## config.mk

```make
export PLATFORM = sky130hd
export DESIGN_NAME = lals_ctrl
export DESIGN_NICKNAME = d
export VERILOG_FILES = /design/src/sv/local_alignment_lane_scorer_defines.svh /design/src/sv/lals_pkg.sv /design/src/sv/lals_ctrl.sv
export SDC_FILE = /design/constraint.sdc
export NUM_CORES = 1
export LEC_CHECK = 0
export BUFFER_PORTS_ARGS = -buffer_cell sky130_fd_sc_hd__buf_2
export CAP_MARGIN = 20
export CORE_AREA = 2 2 39 41
export CTS_CLUSTER_DIAMETER = 50
export DETAILED_ROUTE_END_ITERATION = 12
export DIE_AREA = 0 0 41 43
export PLACE_DENSITY = 0.51
export SYNTH_ARGS = -nofsm -noshare
export SYNTH_HDL_FRONTEND = slang
export SYNTH_SLANG_ARGS = --single-unit
```

## constraint.sdc

```tcl
create_clock -name i_clk -period 1.2 [get_ports i_clk]
set_input_delay 0.24 -clock i_clk [delete_from_list [all_inputs] [get_ports i_clk]]
set_output_delay 0.24 -clock i_clk [all_outputs]
set_load 0.02 [all_outputs]
```

## src/sv/local_alignment_lane_scorer_defines.svh

```systemverilog
// Assertion macros for the local alignment lane scorer.
// Used by the top level only; expects a clock i_clk and a reset i_rst_n in scope.
`ifndef LOCAL_ALIGNMENT_LANE_SCORER_DEFINES_SVH
`define LOCAL_ALIGNMENT_LANE_SCORER_DEFINES_SVH

// Same-cycle implication, checked out of reset.
`define LALS_ASSERT_IMP(lbl, ante, cons, msg) \
    lbl: assert property (@(posedge i_clk) disable iff (!i_rst_n) (ante) |-> (cons)) \
        else $error(msg);

// Next-cycle implication, checked out of reset.
`define LALS_ASSERT_NXT(lbl, ante, cons, msg) \
    lbl: assert property (@(posedge i_clk) disable iff (!i_rst_n) (ante) |=> (cons)) \
        else $error(msg);

`endif

```

## src/sv/lals_pkg.sv

```systemverilog
// Shared types and constants of the local alignment lane scorer.
// No dependencies; imported by the controller, datapath and top level.
`timescale 1ns / 1ps
`default_nettype none

package lals_pkg;

    localparam int LANES_DEF         = 16;
    localparam int QUERY_MAX_DEF     = 64;
    localparam int RESIDUE_CODES_DEF = 32;

    localparam int SCORE_W = 16;
    localparam int CALC_W  = 18;

    // item opcodes
    localparam logic [1:0] OP_QUERY = 2'd0;
    localparam logic [1:0] OP_SUBST = 2'd1;
    localparam logic [1:0] OP_SCORE = 2'd2;

    // configuration register indexes
    localparam logic [1:0] CFG_GAP_BOUNDARY = 2'd0;
    localparam logic [1:0] CFG_GAP_INTERIOR = 2'd1;
    localparam logic [1:0] CFG_QUERY_LENGTH = 2'd2;
    localparam logic [1:0] CFG_LOCAL_MODE   = 2'd3;

    localparam logic [7:0] GAP_BOUNDARY_RST = 8'd1;
    localparam logic [7:0] GAP_INTERIOR_RST = 8'd11;
    localparam logic [6:0] QUERY_LENGTH_RST = 7'd20;
    localparam logic       LOCAL_MODE_RST   = 1'b1;

    typedef enum logic [2:0] {
        ST_CLEAR,
        ST_IDLE,
        ST_ISSUE,
        ST_DRAIN,
        ST_EMIT
    } t_state;

    typedef struct packed {
        logic clr;     // reset sweep of the column memory
        logic take;    // input transfer this cycle
        logic issue;   // issue one row into the cell pipeline
        logic finish;  // write back lane best, push result if sequence ends
    } t_cmd;

    typedef struct packed {
        logic clr_last;
        logic in_score;    // offered item is a scoring item for a valid lane
        logic in_zero;     // scoring item with no rows to walk
        logic issue_last;
        logic pipe_busy;
        logic can_finish;
    } t_status;

endpackage

`default_nettype wire

```

## src/sv/lals_ctrl.sv

```systemverilog
// Controller of the local alignment lane scorer: sequences reset clear,
// item accept, row issue, pipeline drain and result emit. Uses lals_pkg.
`timescale 1ns / 1ps
`default_nettype none

module lals_ctrl
    import lals_pkg::*;
(
    input  wire     i_clk,
    input  wire     i_rst_n,
    input  wire     i_in_valid,
    input  t_status i_st,
    output t_cmd    o_cmd,
    output logic    o_in_stall
);

    t_state r_state, n_state;

    always_ff @(posedge i_clk) begin
        if (!i_rst_n) begin
            r_state <= ST_CLEAR;
        end else begin
            r_state <= n_state;
        end
    end

    always_comb begin
        n_state    = r_state;
        o_cmd      = '0;
        o_in_stall = 1'b1;
        case (r_state)
            ST_CLEAR: begin
                o_cmd.clr = 1'b1;
                if (i_st.clr_last) begin
                    n_state = ST_IDLE;
                end
            end
            ST_IDLE: begin
                o_in_stall = 1'b0;
                o_cmd.take = i_in_valid;
                if (i_in_valid && i_st.in_score) begin
                    n_state = i_st.in_zero ? ST_EMIT : ST_ISSUE;
                end
            end
            ST_ISSUE: begin
                o_cmd.issue = 1'b1;
                if (i_st.issue_last) begin
                    n_state = ST_DRAIN;
                end
            end
            ST_DRAIN: begin
                if (!i_st.pipe_busy) begin
                    n_state = ST_EMIT;
                end
            end
            ST_EMIT: begin
                if (i_st.can_finish) begin
                    o_cmd.finish = 1'b1;
                    n_state      = ST_IDLE;
                end
            end
            default: begin
                n_state = ST_IDLE;
            end
        endcase
    end

endmodule

`default_nettype wire

```

# Word-level counts from Yosys, hierarchy flattened
# Index checks and enable logic that the tools add are counted.
# op_classes
n_eq_ne,9
mux,13
n_reduce_logical,3
# op_table
op,n
$mux W3,6
$pmux W3 S5,1
$ne A2 B2 Y1 const B,5
$eq A3 B2 Y1 const B,2
$mux W1,6
$reduce_and A5 Y1,1
$eq A3 B1 Y1 const B,1
$eq A3 B3 Y1 const B,1
$logic_not A3 Y1,1
$logic_and A1 B1 Y1,1
# word_totals
ff_bits,3
in_bits,9
output_inout_bits,5
word_cells,26

# Logic depth before layout (Yosys ltp)
# depth
depth_word,3
ltp_mapped,4
ltp_nobuf,3

# Worst setup path before layout
# OpenSTA, ideal clock, no wires.
# synth_timing
path_kind,register -> output
start,register r_state[0]
end,output port o_cmd[2] (netlist name)
arrival_time_ps,1095
required_time_ps,960
path_slack_ps,-135
stages_incl_launch_ff,4
path_buffers,0
cell_sequence,dfxtp_1 inv_2 or3_4 nor2_2
# synth_rtl
element,line,text
"start, declared",lals_ctrl.sv:17,"t_state r_state, n_state;"
"start signal, assigned",lals_ctrl.sv:23,r_state <= n_state;
"end, declared",lals_ctrl.sv:13,"output t_cmd o_cmd,"

==> out/qor.json <==
{
  "run_status": {"value": "complete, but fails checks"},
  "violations_in_the_final_reports": {"value": "negative setup slack"},
  "placeableCoreArea": {"value": 1380, "unit": "µm²"},
  "tritoncts_sink_count": {"value": 3},
  "cts-root-to-sink-buffers": {"value": 2},
  "die_width": {"value": 41, "unit": "µm"},
  "antenna_found_initial": {"value": 0},
  "initial_utilization": {"value": 18.5, "unit": "%"},
  "worst_pin_slew": {"value": 392, "unit": "ps"},
  "crit_type": {"value": "reg -> out"},
  "antennaDiodeCount": {"value": 0},
  "vias": {"value": 289},
  "clock.fmax": {"value": 713, "unit": "MHz"},
  "largest_reg_flops": {"value": 3},
  "power_frac_seq": {"value": 26.4, "unit": "%"},
  "setup-tns-final": {"value": -723, "unit": "ps"},
  "route.detailed.drc": {"value": 0},
  "post-place-cells": {"value": 62},
  "1st_iter_drt_viols": {"value": 3},
  "power.net_switching": {"value": 0.123, "unit": "mW"},
  "drtAntennaViolNets": {"value": 0},
  "drt-vias-per-instance": {"value": 4.38},
  "clk_root_buffer_cell": {"value": "sky130_fd_sc_hd__clkbuf_4"},
  "hold_violations": {"value": 0},
  "reg_top3": {"value": "r_state (3)"},
  "layout_common_cells": {"value": "sky130_fd_sc_hd__buf_2, sky130_fd_sc_hd__buf_4, sky130_fd_sc_hd__inv_1, sky130_fd_sc_hd__clkbuf_4"},
  "clock_latency": {"value": 230, "unit": "ps"},
  "global_route_wire_length_before_repair": {"value": 1.16, "unit": "mm"},
  "timing.critical_path.required": {"value": 960, "unit": "ps"},
  "avgSynthCellArea": {"value": 8.27, "unit": "µm²"},
  "yosys.cell_types.count": {"value": 23},
  "wl": {"value": 684, "unit": "µm"},
  "pwr-share-comb": {"value": 30.2, "unit": "%"},
  "cts_tree": {"value": "done"},
  "post_route_cells_drive_above_1_share": {"value": 62.0, "unit": "%"},
  "postLayoutSetupSlackWorst": {"value": -202, "unit": "ps"},
  "grt_setup_unrepaired": {"value": "true"},
  "synth-seq-cells": {"value": 3},
  "peakVddDrop": {"value": 246, "unit": "µV"},
  "cp-end-kind": {"value": "primary output"},
  "syn-num-nets": {"value": 40},
  "synthCells": {"value": 31},
  "yosys-top-cells-area": {"value": "sky130_fd_sc_hd__dfxtp_1, sky130_fd_sc_hd__o2111ai_1, sky130_fd_sc_hd__mux2_4"},
  "layout_area_growth_over_synthesis": {"value": 67.8, "unit": "%"},
  "die_y": {"value": 43, "unit": "µm"},
  "grt_pass1_vias": {"value": 281},
  "firstDrtPassIters": {"value": 2},
  "clkPwrFrac": {"value": 43.4, "unit": "%"},
  "final_max_slew_viol_count": {"value": 0},
  "post-dp-hpwl": {"value": 510, "unit": "µm"},
  "power_density": {"value": 969, "unit": "nW/µm²"},
  "final_common_cell": {"value": "sky130_fd_sc_hd__buf_2"},
  "internal_power": {"value": 0.294, "unit": "mW"},
  "drv_cap": {"value": 0},
  "final_min_period_over_clock_period": {"value": 117, "unit": "%"},
  "gp_routability_congestion": {"value": 0.743},
  "layoutNonFillerInstCount": {"value": 66},
  "fp-row-count": {"value": 14},
  "globalRoute.totalOverflow": {"value": 0},
  "switching_share": {"value": 29.6, "unit": "%"},
  "finalSetupViolations": {"value": 5},
  "place.port_buffers": {"value": 13},
  "cts_bufs_inserted": {"value": 3},
  "power.total": {"value": 0.417, "unit": "mW"},
  "syn_area": {"value": 256, "unit": "µm²"},
  "leakage": {"value": 0.191, "unit": "nW"},
  "grt_max_degree": {"value": 8},
  "registers.top_by_ff_count": {"value": "r_state"},
  "finish.net_count": {"value": 60},
  "synth_top_cell_area_share": {"value": 23.4, "unit": "%"},
  "yosysWarnings": {"value": 0},
  "overall_global_routing_resource_usage": {"value": 9.93, "unit": "%"},
  "die_ar": {"value": 1760, "unit": "µm²"},
  "relSlewSlack": {"value": 73.8, "unit": "%"},
  "seq_area_frac_synth": {"value": 23.4, "unit": "%"},
  "post-cts-setup-buffer-count": {"value": 0},
  "route.detailed.wl_per_inst": {"value": 10.4, "unit": "µm"},
  "crit_arrival": {"value": 1160, "unit": "ps"},
  "cts.clk_slew.worst_paths": {"value": 40, "unit": "ps"},
  "htree_num_levels": {"value": 1},
  "finClkSkew": {"value": 1.73, "unit": "ps"},
  "hold_path_class": {"value": "in -> reg"},
  "yosys.area.top_type": {"value": "sky130_fd_sc_hd__dfxtp_1"},
  "startpoint_type": {"value": "flip-flop"},
  "cts.hold.buffers_added": {"value": 0},
  "boundaryPins": {"value": 14},
  "timing.final.crit_period": {"value": 1400, "unit": "ps"},
  "critPathMaxFanout": {"value": 2}
}
-- worst max-delay path, stage by stage (launching register included) --
cell,delay (ps)
sky130_fd_sc_hd__dfxtp_2,320
sky130_fd_sc_hd__inv_2,30
sky130_fd_sc_hd__or3_4,370
sky130_fd_sc_hd__nor2_4,90
sky130_fd_sc_hd__buf_6,110
-- per-layer routing --
| metal | part of all wire (%) | routed length [µm] | global-route usage (%) | vias up |
|---|---|---|---|---|
| li1 | - | - | - | 151 |
| met3 | 6.7 | 46 | 0 | 0 |
| met5 | 0 | 0 | 0 | - |
| met4 | 0 | 0 | 12.0 | 0 |
| met1 | 45 | 308 | 13.1 | 129 |
| met2 | 48 | 329 | 12.5 | 9 |
-- cell families after synthesis --
logic type,synth area share [%]
AO/OA/AOI/OAI,26.8
buffers and inverters,12.2
flip-flops,23.4
multiplexers,9.75
AND/OR/NAND/NOR,27.8
-- synthesized netlist by cell type --
library cell	instances
sky130_fd_sc_hd__a2bb2oi_1	1
sky130_fd_sc_hd__o31ai_1	1
sky130_fd_sc_hd__mux2i_1	1
sky130_fd_sc_hd__nand4b_1	1
sky130_fd_sc_hd__nor3_1	1
sky130_fd_sc_hd__o31ai_2	1
sky130_fd_sc_hd__or3_4	1
sky130_fd_sc_hd__nor2_2	1
sky130_fd_sc_hd__a311oi_1	1
sky130_fd_sc_hd__a2111oi_0	1
sky130_fd_sc_hd__inv_1	3
sky130_fd_sc_hd__o2111ai_1	2
sky130_fd_sc_hd__nand2_1	2
sky130_fd_sc_hd__buf_6	1
sky130_fd_sc_hd__mux2_4	1
sky130_fd_sc_hd__dfxtp_1	3
sky130_fd_sc_hd__nor2b_1	1
sky130_fd_sc_hd__nand2b_2	1
sky130_fd_sc_hd__nor2_1	3
sky130_fd_sc_hd__inv_2	1
sky130_fd_sc_hd__and3_1	1
sky130_fd_sc_hd__clkbuf_2	1
sky130_fd_sc_hd__o21ai_0	1
-- power groups by stage --
stage / combinational (mW) / sequential (mW) / clock [mW]
after floorplan: 0.0651 / 0.113 / 0
after global placement: 0.108 / 0.111 / 0
after detailed placement: 0.108 / 0.112 / 0
after CTS: 0.124 / 0.110 / 0.190
after global routing: 0.136 / 0.111 / 0.201
final: 0.126 / 0.110 / 0.181
-- cell type report --
| type | count | area [µm²] |
|---|---|---|
| Clock buffer | 4 | 26.3 |
| Timing Repair Buffer | 17 | 113 |
| Sequential cell | 3 | 62.6 |
| Tap cell | 16 | 20.0 |
| Inverter | 4 | 15.0 |
| Multi-Input combinational cell | 22 | 194 |
| Fill cell | 158 | 953 |
-- per-stage QoR --
| step | hold slack (ps) | utilization [%] | area [µm²] | setup WS, ps |
|---|---|---|---|---|
| 2_1_floorplan | 365 | - | 263 | -26.6 |
| 3_3_place_gp | 537 | 26.1 | 362 | 5.07 |
| 3_5_place_dp | 532 | 26.1 | 362 | -9.35 |
| 4_1_cts | 281 | 30.6 | 423 | -220 |
| 5_1_grt | 294 | 31.1 | 430 | -249 |
| 6_report | 295 | 31.1 | 430 | -202 |
-- repair_timing --
item / 4_1_cts / 5_1_grt
gates cloned: 0 / 0
gates resized for setup: 10 / 3
endpoints found under the hold margin: 0 / 0
pin swaps: 2 / 0
setup endpoints to repair: 5 / 6
-- path summary, 6_finish.rpt --
path | start | endpoint | slack [ps] | cells past startpoint
max | r_state[0]$_SDFFE_PN0P_ | o_cmd[2] | -200 | 4
min | i_rst_n | r_state[0]$_SDFFE_PN0P_ | 300 | 3
max reg2reg | r_state[1]$_SDFFE_PN0P_ | r_state[1]$_SDFFE_PN0P_ | 90 | 3
min reg2reg | r_state[0]$_SDFFE_PN0P_ | r_state[1]$_SDFFE_PN0P_ | 590 | 3
(Power assumes the default switching activity.)
